$ cat src/svc_pkg.sv
package svc_pkg;

  // Function select on the input channel
  localparam logic FUNC_ENCODE = 1'b0;
  localparam logic FUNC_DECODE = 1'b1;

  // Result kinds on the output channel
  localparam logic KIND_BYTE  = 1'b0;
  localparam logic KIND_VALUE = 1'b1;

  // Byte codes of the format
  localparam logic [7:0] NEG_PREFIX = 8'hF1;
  localparam logic [7:0] TAG_TWO    = 8'h80;
  localparam logic [7:0] TAG_THREE  = 8'hC0;
  localparam logic [7:0] TAG_FOUR   = 8'hE0;
  localparam logic [7:0] TAG_RAW    = 8'hF0;

  // Magnitude limits for each code length
  localparam logic [31:0] LIM_ONE   = 32'h0000_007F;
  localparam logic [31:0] LIM_TWO   = 32'h0000_3FFF;
  localparam logic [31:0] LIM_THREE = 32'h001F_FFFF;
  localparam logic [31:0] LIM_FOUR  = 32'h0FFF_FFFF;

  // Lead byte payload masks
  localparam logic [7:0] MASK_TWO   = 8'h7F;
  localparam logic [7:0] MASK_THREE = 8'h3F;
  localparam logic [7:0] MASK_FOUR  = 8'h1F;

  localparam int SEQ_MAX = 6;
  localparam int SVC_FIFO_DEPTH = 4;

  // One queued job: either a byte sequence to send or one decoded value
  typedef struct packed {
    logic                      is_value;
    logic [2:0]                len;
    logic [SEQ_MAX-1:0][7:0]   seq;
    logic [31:0]               value;
  } svc_entry_t;

  // Queue status seen by the front and the back
  typedef struct packed {
    logic empty;
    logic full;
  } svc_q_stat_t;

endpackage

$ cat src/svc_ifs.sv
interface svc_in_if;
  logic        valid;
  logic        ready;
  logic        func;
  logic [31:0] value_in;
  logic [7:0]  byte_in;

  modport source (output valid, output func, output value_in, output byte_in, input ready);
  modport sink   (input valid, input func, input value_in, input byte_in, output ready);
endinterface

interface svc_out_if;
  logic        valid;
  logic        ready;
  logic        kind;
  logic [7:0]  byte_out;
  logic [31:0] value_out;
  logic        last;

  modport source (output valid, output kind, output byte_out, output value_out, output last,
                  input ready);
  modport sink   (input valid, input kind, input byte_out, input value_out, input last,
                  output ready);
endinterface

$ cat src/signed_varint_codec.sv
// Channel  Dir  Beat carries
// in_ch    in   func, value_in (encode), byte_in (decode)
// out_ch   out  kind, byte_out, value_out, last
//
// Decode takes one stream byte per cycle; a finished value passes the queue and the
// output register after its closing byte. Encode takes one value per cycle into the
// queue; out_ch moves one byte per cycle unless stalled, so a value is 1 to 6 beats.
// Reset (rst_n, synchronous) clears the decode state, the queue and the output valid.
// A stalled out_ch holds its beat; in_ch stalls only when the queue is full.
module signed_varint_codec #(
  parameter int FIFO_DEPTH = svc_pkg::SVC_FIFO_DEPTH
) (
  input  logic       clk,
  input  logic       rst_n,
  svc_in_if.sink     in_ch,
  svc_out_if.source  out_ch
);
  import svc_pkg::*;

  svc_entry_t  push_entry, head;
  svc_q_stat_t q_stat;
  logic        push, pop;

  // Front: accept beats, run the decode state, build encode sequences
  svc_front u_front (
    .clk        (clk),
    .rst_n      (rst_n),
    .in_ch      (in_ch),
    .q_stat     (q_stat),
    .push       (push),
    .push_entry (push_entry)
  );

  // Queue between front and back
  svc_fifo #(
    .DEPTH (FIFO_DEPTH)
  ) u_fifo (
    .clk        (clk),
    .rst_n      (rst_n),
    .push       (push),
    .push_entry (push_entry),
    .pop        (pop),
    .head       (head),
    .q_stat     (q_stat)
  );

  // Back: serialize beats into the output register, one per cycle unless out_ch stalls
  svc_back u_back (
    .clk    (clk),
    .rst_n  (rst_n),
    .head   (head),
    .q_stat (q_stat),
    .pop    (pop),
    .out_ch (out_ch)
  );

endmodule

$ cat src/svc_front.sv
module svc_front (
  input  logic                clk,
  input  logic                rst_n,
  svc_in_if.sink              in_ch,
  input  svc_pkg::svc_q_stat_t q_stat,
  output logic                push,
  output svc_pkg::svc_entry_t push_entry
);
  import svc_pkg::*;

  logic [2:0]  bytes_left_r, bytes_left_nxt;
  logic [31:0] acc_r, acc_nxt;
  logic        neg_r, neg_nxt;

  logic        accept;
  logic [31:0] mag;
  logic        is_neg;
  logic [4:0][7:0] code;
  logic [2:0]  code_len;
  logic        done;
  logic [7:0]  b;

  assign in_ch.ready = !q_stat.full;
  assign accept      = in_ch.valid && in_ch.ready;
  assign b           = in_ch.byte_in;

  // Encode: build the byte code of one value's magnitude
  always_comb begin
    is_neg = in_ch.value_in[31];
    mag    = is_neg ? (32'd0 - in_ch.value_in) : in_ch.value_in;
    code   = '0;
    if (mag < LIM_ONE) begin
      code[0]  = mag[7:0];
      code_len = 3'd1;
    end else if (mag < LIM_TWO) begin
      code[0]  = TAG_TWO | mag[15:8];
      code[1]  = mag[7:0];
      code_len = 3'd2;
    end else if (mag < LIM_THREE) begin
      code[0]  = TAG_THREE | mag[23:16];
      code[1]  = mag[15:8];
      code[2]  = mag[7:0];
      code_len = 3'd3;
    end else if (mag < LIM_FOUR) begin
      code[0]  = TAG_FOUR | mag[31:24];
      code[1]  = mag[23:16];
      code[2]  = mag[15:8];
      code[3]  = mag[7:0];
      code_len = 3'd4;
    end else begin
      code[0]  = TAG_RAW;
      code[1]  = mag[31:24];
      code[2]  = mag[23:16];
      code[3]  = mag[15:8];
      code[4]  = mag[7:0];
      code_len = 3'd5;
    end
  end

  // Decode: advance the stream state by one byte
  always_comb begin
    bytes_left_nxt = bytes_left_r;
    acc_nxt        = acc_r;
    neg_nxt        = neg_r;
    done           = 1'b0;
    if (accept && in_ch.func == FUNC_DECODE) begin
      if (bytes_left_r != 3'd0) begin
        acc_nxt        = {acc_r[23:0], b};
        bytes_left_nxt = bytes_left_r - 3'd1;
        done           = (bytes_left_r == 3'd1);
      end else if (b == NEG_PREFIX) begin
        neg_nxt = !neg_r;
      end else if (!b[7]) begin
        acc_nxt = {24'd0, b};
        done    = 1'b1;
      end else begin
        case (b[7:4])
          4'h8, 4'h9, 4'hA, 4'hB: begin
            acc_nxt        = {24'd0, b & MASK_TWO};
            bytes_left_nxt = 3'd1;
          end
          4'hC, 4'hD: begin
            acc_nxt        = {24'd0, b & MASK_THREE};
            bytes_left_nxt = 3'd2;
          end
          4'hE: begin
            acc_nxt        = {24'd0, b & MASK_FOUR};
            bytes_left_nxt = 3'd3;
          end
          default: begin
            acc_nxt        = 32'd0;
            bytes_left_nxt = 3'd4;
          end
        endcase
      end
      if (done) begin
        neg_nxt        = 1'b0;
        bytes_left_nxt = 3'd0;
      end
    end
  end

  // Queue entry
  always_comb begin
    push_entry       = '0;
    push_entry.value = neg_r ? (32'd0 - acc_nxt) : acc_nxt;
    if (in_ch.func == FUNC_ENCODE) begin
      push_entry.is_value = 1'b0;
      if (is_neg) begin
        push_entry.seq[0] = NEG_PREFIX;
        for (int k = 0; k < 5; k++) begin
          push_entry.seq[k+1] = code[k];
        end
        push_entry.len = code_len + 3'd1;
      end else begin
        for (int k = 0; k < 5; k++) begin
          push_entry.seq[k] = code[k];
        end
        push_entry.len = code_len;
      end
    end else begin
      push_entry.is_value = 1'b1;
      push_entry.len      = 3'd1;
    end
  end

  assign push = accept && (in_ch.func == FUNC_ENCODE || done);

  always_ff @(posedge clk) begin
    if (!rst_n) begin
      bytes_left_r <= 3'd0;
      acc_r        <= 32'd0;
      neg_r        <= 1'b0;
    end else begin
      bytes_left_r <= bytes_left_nxt;
      acc_r        <= acc_nxt;
      neg_r        <= neg_nxt;
    end
  end

endmodule

$ cat src/svc_fifo.sv
module svc_fifo #(
  parameter int DEPTH = svc_pkg::SVC_FIFO_DEPTH
) (
  input  logic                 clk,
  input  logic                 rst_n,
  input  logic                 push,
  input  svc_pkg::svc_entry_t  push_entry,
  input  logic                 pop,
  output svc_pkg::svc_entry_t  head,
  output svc_pkg::svc_q_stat_t q_stat
);
  import svc_pkg::*;

  localparam int PW = (DEPTH > 1) ? $clog2(DEPTH) : 1;
  localparam int CW = $clog2(DEPTH + 1);
  localparam logic [PW-1:0] LAST_PTR = PW'(DEPTH - 1);
  localparam logic [CW-1:0] FULL_CNT = CW'(DEPTH);

  svc_entry_t      mem [DEPTH];
  logic [PW-1:0]   wr_ptr_r, rd_ptr_r;
  logic [CW-1:0]   count_r;
  logic            do_push, do_pop;

  assign q_stat.empty = (count_r == '0);
  assign q_stat.full  = (count_r == FULL_CNT);
  assign do_push      = push && !q_stat.full;
  assign do_pop       = pop && !q_stat.empty;
  assign head         = mem[rd_ptr_r];

  always_ff @(posedge clk) begin
    if (do_push) begin
      mem[wr_ptr_r] <= push_entry;
    end
  end

  always_ff @(posedge clk) begin
    if (!rst_n) begin
      wr_ptr_r <= '0;
      rd_ptr_r <= '0;
      count_r  <= '0;
    end else begin
      if (do_push) begin
        wr_ptr_r <= (wr_ptr_r == LAST_PTR) ? '0 : wr_ptr_r + PW'(1);
      end
      if (do_pop) begin
        rd_ptr_r <= (rd_ptr_r == LAST_PTR) ? '0 : rd_ptr_r + PW'(1);
      end
      if (do_push && !do_pop) begin
        count_r <= count_r + CW'(1);
      end else if (do_pop && !do_push) begin
        count_r <= count_r - CW'(1);
      end
    end
  end

endmodule

$ cat src/svc_back.sv
module svc_back (
  input  logic                 clk,
  input  logic                 rst_n,
  input  svc_pkg::svc_entry_t  head,
  input  svc_pkg::svc_q_stat_t q_stat,
  output logic                 pop,
  svc_out_if.source            out_ch
);
  import svc_pkg::*;

  logic [2:0]  idx_r;
  logic        valid_r;
  logic        kind_r;
  logic [7:0]  byte_r;
  logic [31:0] value_r;
  logic        last_r;
  logic        load, take, at_end;

  assign load   = !valid_r || out_ch.ready;
  assign take   = load && !q_stat.empty;
  assign at_end = head.is_value || (idx_r == head.len - 3'd1);
  assign pop    = take && at_end;

  assign out_ch.valid     = valid_r;
  assign out_ch.kind      = kind_r;
  assign out_ch.byte_out  = byte_r;
  assign out_ch.value_out = value_r;
  assign out_ch.last      = last_r;

  always_ff @(posedge clk) begin
    if (take) begin
      if (head.is_value) begin
        kind_r  <= KIND_VALUE;
        byte_r  <= 8'd0;
        value_r <= head.value;
        last_r  <= 1'b1;
      end else begin
        kind_r  <= KIND_BYTE;
        byte_r  <= head.seq[idx_r];
        value_r <= 32'd0;
        last_r  <= at_end;
      end
    end
  end

  always_ff @(posedge clk) begin
    if (!rst_n) begin
      valid_r <= 1'b0;
      idx_r   <= 3'd0;
    end else begin
      if (load) begin
        valid_r <= !q_stat.empty;
      end
      if (take) begin
        idx_r <= at_end ? 3'd0 : idx_r + 3'd1;
      end
    end
  end

endmodule
$ cat src/flat_wrapper.sv
// flat-port wrapper written by rule: the top's interface ports become plain ports
module signed_varint_codec_flat import svc_pkg::*;
#(
  parameter int FIFO_DEPTH = svc_pkg::SVC_FIFO_DEPTH
)
  (clk, rst_n, in_ch_valid, in_ch_func, in_ch_value_in, in_ch_byte_in, in_ch_ready, out_ch_valid, out_ch_kind, out_ch_byte_out, out_ch_value_out, out_ch_last, out_ch_ready);
  svc_in_if in_ch_i ();
  svc_out_if out_ch_i ();
  input  logic clk;
  input  logic rst_n;
  input wire logic [$bits(in_ch_i.valid)-1:0] in_ch_valid;
  input wire logic [$bits(in_ch_i.func)-1:0] in_ch_func;
  input wire logic [$bits(in_ch_i.value_in)-1:0] in_ch_value_in;
  input wire logic [$bits(in_ch_i.byte_in)-1:0] in_ch_byte_in;
  output wire logic [$bits(in_ch_i.ready)-1:0] in_ch_ready;
  output wire logic [$bits(out_ch_i.valid)-1:0] out_ch_valid;
  output wire logic [$bits(out_ch_i.kind)-1:0] out_ch_kind;
  output wire logic [$bits(out_ch_i.byte_out)-1:0] out_ch_byte_out;
  output wire logic [$bits(out_ch_i.value_out)-1:0] out_ch_value_out;
  output wire logic [$bits(out_ch_i.last)-1:0] out_ch_last;
  input wire logic [$bits(out_ch_i.ready)-1:0] out_ch_ready;
  assign in_ch_i.valid = in_ch_valid;
  assign in_ch_i.func = in_ch_func;
  assign in_ch_i.value_in = in_ch_value_in;
  assign in_ch_i.byte_in = in_ch_byte_in;
  assign in_ch_ready = in_ch_i.ready;
  assign out_ch_valid = out_ch_i.valid;
  assign out_ch_kind = out_ch_i.kind;
  assign out_ch_byte_out = out_ch_i.byte_out;
  assign out_ch_value_out = out_ch_i.value_out;
  assign out_ch_last = out_ch_i.last;
  assign out_ch_i.ready = out_ch_ready;
  signed_varint_codec #(.FIFO_DEPTH(FIFO_DEPTH)) u_core (.clk(clk), .rst_n(rst_n), .in_ch(in_ch_i), .out_ch(out_ch_i));
endmodule
$ cat config.mk
export PLATFORM = sky130hd
export DESIGN_NAME = signed_varint_codec_flat
export DESIGN_NICKNAME = d
export VERILOG_FILES = /design/src/svc_pkg.sv /design/src/svc_ifs.sv /design/src/signed_varint_codec.sv /design/src/svc_front.sv /design/src/svc_fifo.sv /design/src/svc_back.sv /design/src/flat_wrapper.sv
export SDC_FILE = /design/constraint.sdc
export NUM_CORES = 1
export LEC_CHECK = 0
export BUFFER_PORTS_ARGS = -buffer_cell sky130_fd_sc_hd__buf_2
export CAP_MARGIN = 0
export CELL_PAD_IN_SITES_DETAIL_PLACEMENT = 1
export CELL_PAD_IN_SITES_GLOBAL_PLACEMENT = 1
export CORE_ASPECT_RATIO = 0.75
export CORE_MARGIN = 2
export CORE_UTILIZATION = 29
export DETAILED_ROUTE_END_ITERATION = 12
export HOLD_SLACK_MARGIN = 0.02
export PLACE_DENSITY = 0.46
export SYNTH_ARGS = -nofsm -noshare
export SYNTH_HDL_FRONTEND = slang
export SYNTH_SLANG_ARGS = --single-unit
$ cat constraint.sdc
create_clock -name clk -period 6.7 [get_ports clk]
set_input_delay 1.34 -clock clk [delete_from_list [all_inputs] [get_ports clk]]
set_output_delay 1.34 -clock clk [all_outputs]
set_load 0.01 [all_outputs]
==> flow_metrics.tcl, run 1 <==
set metrics [dict create \
    synth_nets 1395 \
    via_per_inst 5.088 \
    clkSlewWorstSetupHoldPaths_ns 0.06 \
    fin_crit_ns 5.936 \
    required_ns 7.14 \
    tightestPinTransition_ns 1.230 \
    clkPwrFrac_pct 33.4 \
    cts_hold_buf 0 \
    final_hold_viol_count 0 \
    clk_path_buf_depth 3 \
    power_frac_comb_pct 23.5 \
    dpl.hpwl_mm 37.52 \
    grt_overflow 0 \
    synth_area_leader_cell "edfxtp_1" \
    start_kind "primary input" \
    place_ws_ns 0.3489 \
    skew_ns 0.02723 \
    power.internal_mw 5.748 \
    yosysUniqueCellTypes 79 \
    wl_per_cell_um 23.69 \
    drive_gt1_share_pct 22.42 \
    syn_area_per_cell_um2 14.62 \
    ys_ff_latch 427 \
    rsz0062_at_grt "false" \
    gp_congestion 0.8435 \
    r2r-start "u_core.u_front.bytes_left_r[0]" \
    clkLatencyLatePin_ns 0.60 \
    rows 82 \
    antenna_found_initial 0 \
    maxCapViolations 0 \
    drc 0 \
    tns_ns 0 \
    rr_worst_depth 12 \
    core_um2 66690 \
    synth_compound_gate_area_share_pct 8.808 \
    cp_common_cell "buf_4" \
    hold_path.class "reg -> reg" \
    path_class "in -> reg" \
    synthToLayoutAreaGrowth_pct 16.24 \
    num_antenna_cells 0 \
    yosysSeqAreaShare_pct 63.18 \
    outcome "complete, no violations" \
    die_w_um 303.6 \
    cp.arrival_ns 6.38 \
    cp_slowest_cell "a311oi_1" \
    p_total_mw 8.066 \
    cts_made_buffers 47 \
    initial_core_util_pct 29.27 \
    cp-end-kind "register" \
    ir_drop_mv 0.1741 \
    finalSetupViolCount 0 \
    layout.nets 1493 \
    vias 11976 \
    pwr-share-seq_pct 43.1 \
    synth_top_family_by_area "multiplexers" \
    grt_max_degree 57 \
    syn_area_um2 19520 \
    dieArea_um2 69420 \
    yosysWarnings 0 \
    synth.area.mux_share_pct 12.28 \
    crit_end "u_core.u_fifo.mem[3][56]" \
    routed_wl_mm 55.77 \
    grt_pass1_vias 12590 \
    async_flop_share_pct 0 \
    synth_area_leaders "edfxtp_1, mux4_2, dfxtp_1" \
    fin_crit_sh_pct 88.60 \
    synth_edf_count 378 \
    cp_slowest_stage_delay_ns 0.76 \
    synthSimpleGateAreaFrac_pct 9.141 \
    power_density_nw_per_um2 355.5 \
    port_buffers 88 \
    finalCoreUtilization_pct 34.02 \
    cts_sinks 427 \
    grtUsageTotal_pct 16.17 \
    max_freq_mhz 168.5 \
    yosys.area_share.xor_xnor_pct 3.231 \
    synth_ff_type "edfxtp_1" \
    stdcell_count 2354 \
    setup_slack_ns 0.7635 \
    cts_tree "built" \
    firstDrtPassIters 5 \
    cts_root_buf "clkbuf_16" \
    dp_cells 2266 \
    drt_iter0_markers 810 \
    drv_slew 0 \
    antenna_left 0 \
    slew_headroom_pct 16.97 \
    final_cell_mix "edfxtp_1, mux4_2, buf_2" \
    r2r_slack_ns 2.12 \
    yosys.area_share.adder_pct 1.000 \
    crit_fanout 23 \
    switching_share_pct 28.74 \
    p_leak_nw 7.553 \
    rr_endpoint "u_core.u_fifo.mem[2][28]" \
    syn_inst 1335 \
    cts_resized 0 \
    post_cts_buffers 0 \
    h-tree-depth 2 \
    ioPinCount 89 \
    fp.dieH_um 228.7 \
    cp_cell_sequence "buf_2, inv_1, ha_1, or4b_1, or4_1, o41ai_1, xor2_1, nand2_1, nor4_4, and2_1, buf_4, nand3_1, a311oi_1, buf_4" \
    p_sw_mw 2.318 \
    crit_start "in_ch_value_in[0]" \
    final_common_cell "edfxtp_1" \
    synth_top_area_share_pct 58.15 \
    grt_pass1_wl_mm 84.07 \
]
[metrics by stage]
stage,hold WS [ns],cell area [um^2]
after floorplan,0.4727,19520
after global placement,0.4979,21070
after detailed placement,0.5098,21070
after CTS,0.5176,22690
after global routing,0.5486,22690
final,0.5113,22690
[cell type report]
class / count / area [um^2]
Multi-Input combinational cell: 796 / 6754
Tap cell: 882 / 1104
Timing Repair Buffer: 130 / 755.7
Inverter: 31 / 116.4
Clock buffer: 61 / 1259
Clock inverter: 27 / 360.3
Sequential cell: 427 / 12340
Fill cell: 6970 / 44000
[power groups by stage]
stage / combinational [mW] / sequential (mW) / clock, mW
after CTS: 1.95 / 3.49 / 2.78
after detailed placement: 1.94 / 3.55 / 0
after global placement: 1.93 / 3.54 / 0
after floorplan: 1.22 / 3.53 / 0
final: 1.89 / 3.48 / 2.69
after global routing: 2.07 / 3.52 / 2.87
[synthesized netlist by cell type (22+ instances only)]
master      n
edfxtp_1  378
mux4_2     92
and2_1     75
nor2_1     74
nand2_1    69
clkbuf_1   52
o21ai_0    52
xnor2_1    52
dfxtp_1    49
a21oi_1    40
inv_1      30
a22o_1     26
nor3_1     23
nand3_1    22
[worst min path at each step]
| stage | cells past startpoint | to | slack, ns | start |
|---|---|---|---|---|
| 2_1_floorplan | 2 | u_core.u_fifo.count_r[2] | 0.47 | u_core.u_fifo.count_r[2] |
| 3_3_place_gp | 2 | register | 0.50 | u_core.u_fifo.rd_ptr_r[0] |
| 3_5_place_dp | 2 | u_core.u_back.out_ch.valid | 0.51 | u_core.u_back.out_ch.valid |
| 4_1_cts | 2 | u_core.u_back.out_ch.valid | 0.52 | u_core.u_back.out_ch.valid |
| 5_1_grt | 2 | u_core.u_back.out_ch.valid | 0.55 | u_core.u_back.out_ch.valid |
| 6_report | 2 | u_core.u_back.out_ch.valid | 0.51 | u_core.u_back.out_ch.valid |
[critical path, delay by kind of cell]
| kind | cells | cell delay, ns |
|---|---|---|
| adder cells (fa/ha/maj) | 1 | 0.31 |
| AO/OA/AOI/OAI | 2 | 1.14 |
| AND/OR/NAND/NOR | 6 | 2.30 |
| XOR/XNOR | 1 | 0.41 |
| buffers and inverters | 4 | 0.86 |
[routing by layer]
layer / vias to the layer above / GRT usage (%) / wire length, um
met3: 56 / 2.405 / 2080
met2: 204 / 23.36 / 23770
li1: 5424 / - / -
met4: 0 / 3.355 / 775
met1: 6292 / 25.43 / 29140
met5: - / 0 / 0
[flip-flops by register name, summed over array words and instances (netlist names), named ones only]
name,cells
u_core.u_back.idx_r,3
u_core.u_back.out_ch.byte_out,8
u_core.u_back.out_ch.kind,1
u_core.u_back.out_ch.last,1
u_core.u_back.out_ch.valid,1
u_core.u_back.out_ch.value_out,32
u_core.u_fifo.count_r,3
u_core.u_fifo.mem,336
u_core.u_fifo.rd_ptr_r,2
u_core.u_fifo.wr_ptr_r,2
u_core.u_front.acc_r,32
u_core.u_front.bytes_left_r,3
u_core.u_front.neg_r,1
[cell families (layout without fill, tap and decap cells)]
| family | Yosys count | in the layout |
|---|---|---|
| xor+xnor | 72 | 72 |
| buf+inv | 112 | 249 |
| fa+ha+maj | 15 | 15 |
| compound gates | 244 | 244 |
| simple gates | 342 | 342 |
| flops | 427 | 427 |
| mux | 123 | 123 |
(Power assumes the default switching activity.)
==> run 2: changes to the inputs <==
--- a/config.mk
+++ b/config.mk
@@ -14,7 +14,7 @@
 export CORE_UTILIZATION = 29
 export DETAILED_ROUTE_END_ITERATION = 12
 export HOLD_SLACK_MARGIN = 0.02
-export PLACE_DENSITY = 0.46
+export PLACE_DENSITY_LB_ADDON = 0.1
 export SYNTH_ARGS = -nofsm -noshare
 export SYNTH_HDL_FRONTEND = slang
 export SYNTH_SLANG_ARGS = --single-unit
==> run 2 against run 1 <==
  * Clock power is essentially flat
  * Flip-flop and latch count is the same
  * Cell count is the same
  * Non-clock buffer count shrank 1
  * Core utilization is essentially flat
  * Clock-buffer cell count grew 8
  * Setup slack lost 0.055 ns
  * Hold slack gained 0.0027 ns
  * Highest routed layer unchanged
==> flow_metrics.tcl, run 2 (synthesis results as in run 1) <==
set metrics [dict create \
    outcome "complete, no violations" \
    post_cts_buffers 0 \
    antenna_left 0 \
    grtUsageTotal_pct 16.33 \
    cts_resized 0 \
    crit_family "simple AND/OR/NAND/NOR gates" \
    die_w_um 303.6 \
    required_ns 6.96 \
    place_ws_ns 0.2867 \
    p_leak_nw 7.559 \
    power_density_nw_per_um2 355.2 \
    drc 0 \
    ir_drop_mv 0.1923 \
    h-tree-depth 2 \
    slew_headroom_pct 38.12 \
    cp-end-kind "register" \
    cp_slowest_cell "o32ai_1" \
    p_total_mw 8.068 \
    grt_overflow 0 \
    final_common_cell "edfxtp_1" \
    gp_congestion 0.8400 \
    cp_num_buf_inv 3 \
    fin_crit_sh_pct 89.42 \
    timing.hold.ws_ns 0.5140 \
    core_um2 66690 \
    initial_core_util_pct 29.27 \
    power.internal_mw 5.762 \
    drv_slew 0 \
    clkPwrFrac_pct 33.3 \
    cts_root_buf "clkbuf_16" \
    dpl.hpwl_mm 37.24 \
    drt_iter0_markers 755 \
    max_freq_mhz 166.9 \
    cts_tree "built" \
    antenna_found_initial 0 \
    ioPinCount 89 \
    cts_made_buffers 47 \
    power_frac_comb_pct 23.5 \
    fp.dieH_um 228.7 \
    cts_hold_buf 0 \
    grt_pass1_vias 12491 \
    rsz0062_at_grt "false" \
    vias 11960 \
    cp_cell_sequence "buf_2, inv_1, ha_1, or4b_1, or4_1, o41ai_1, xor2_1, or3_1, nor3_1, a21o_1, buf_4, a21oi_1, o32ai_1" \
    path_class "in -> reg" \
    grt_pass1_wl_mm 85.03 \
    synthToLayoutAreaGrowth_pct 16.38 \
    grt_max_degree 67 \
    layout.nets 1492 \
    crit_fanout 15 \
    start_kind "primary input" \
    routedLengthMet1_mm 29.22 \
    maxCapViolations 0 \
    switching_share_pct 28.58 \
    finalSetupViolCount 0 \
    wl_per_cell_um 23.81 \
    clkSlewWorstSetupHoldPaths_ns 0.06 \
    finalCoreUtilization_pct 34.06 \
    met2RoutedLength_mm 23.63 \
    rows 82 \
    pwr-share-seq_pct 43.3 \
    cp_slowest_stage_delay_ns 0.77 \
    fin_crit_ns 5.991 \
    tightestPinTransition_ns 0.9216 \
    hold_path.class "reg -> reg" \
    via_per_inst 5.081 \
    routed_wl_mm 56.05 \
    route.met3.wl_mm 2.349 \
    cts_sinks 427 \
    skew_ns 0.01894 \
    setup_slack_ns 0.7087 \
    tns_ns 0 \
    final_hold_viol_count 0 \
    drive_gt1_share_pct 22.23 \
    maxUsedRoutingLayer "met4" \
    port_buffers 88 \
    largest_reg_flops 336 \
    largest-register "u_core.u_fifo.mem" \
    cp.arrival_ns 6.25 \
    firstDrtPassIters 5 \
    clkLatencyLatePin_ns 0.57 \
    p_sw_mw 2.306 \
    clk_path_buf_depth 3 \
    dieArea_um2 69420 \
    final_cell_mix "edfxtp_1, mux4_2, buf_2" \
]
==> run 2: path summary, 6_finish.rpt <==
kind         slack, ns                            from                       end  cells after the start
max               0.71               in_ch_value_in[0]  u_core.u_fifo.mem[0][57]                     13
min               0.51       u_core.u_fifo.rd_ptr_r[0]                  register                      2
max reg2reg       1.91  u_core.u_front.bytes_left_r[0]  u_core.u_fifo.mem[2][28]                     15
min reg2reg       0.51       u_core.u_fifo.rd_ptr_r[0]                  register                      2
==> run 2: final cells by class <==
cell class / instances / area, um^2
diodes: 1 / 2.502
clock buffers: 69 / 1371
clock inverters: 19 / 242.7
fillers: 6925 / 43970
inverters: 31 / 116.4
multi-input cells: 796 / 6754
flip-flops and latches: 427 / 12340
well taps: 882 / 1104
repair buffers: 129 / 785.8
==> run 2: worst min-delay path, stage by stage, from the launching register on <==
cell and delay [ns]:
dfxtp_1 0.32, nand2_1 0.05, a21boi_0 0.09
==> run 2: power by group through the flow <==
| stage | combinational [mW] | sequential (mW) | clock [mW] |
|---|---|---|---|
| after floorplan | 1.22 | 3.53 | 0 |
| after global placement | 1.94 | 3.55 | 0 |
| after detailed placement | 1.94 | 3.56 | 0 |
| after CTS | 1.94 | 3.51 | 2.77 |
| after global routing | 2.08 | 3.54 | 2.86 |
| final | 1.89 | 3.49 | 2.69 |
==> run 2: routing by layer <==
layer / vias up / global-route usage (%)
met5: - / 0
met4: 0 / 3.447
met3: 64 / 2.623
met2: 237 / 23.15
met1: 6230 / 25.93
li1: 5429 / -
==> run 2: stage by stage <==
| stage | area (um^2) | cells |
|---|---|---|
| floorplan | 19520 | 1335 |
| global placement | 21100 | 2265 |
| detailed placement | 21100 | 2265 |
| CTS | 22710 | 2353 |
| global route | 22710 | 2353 |
| finish | 22720 | 2354 |
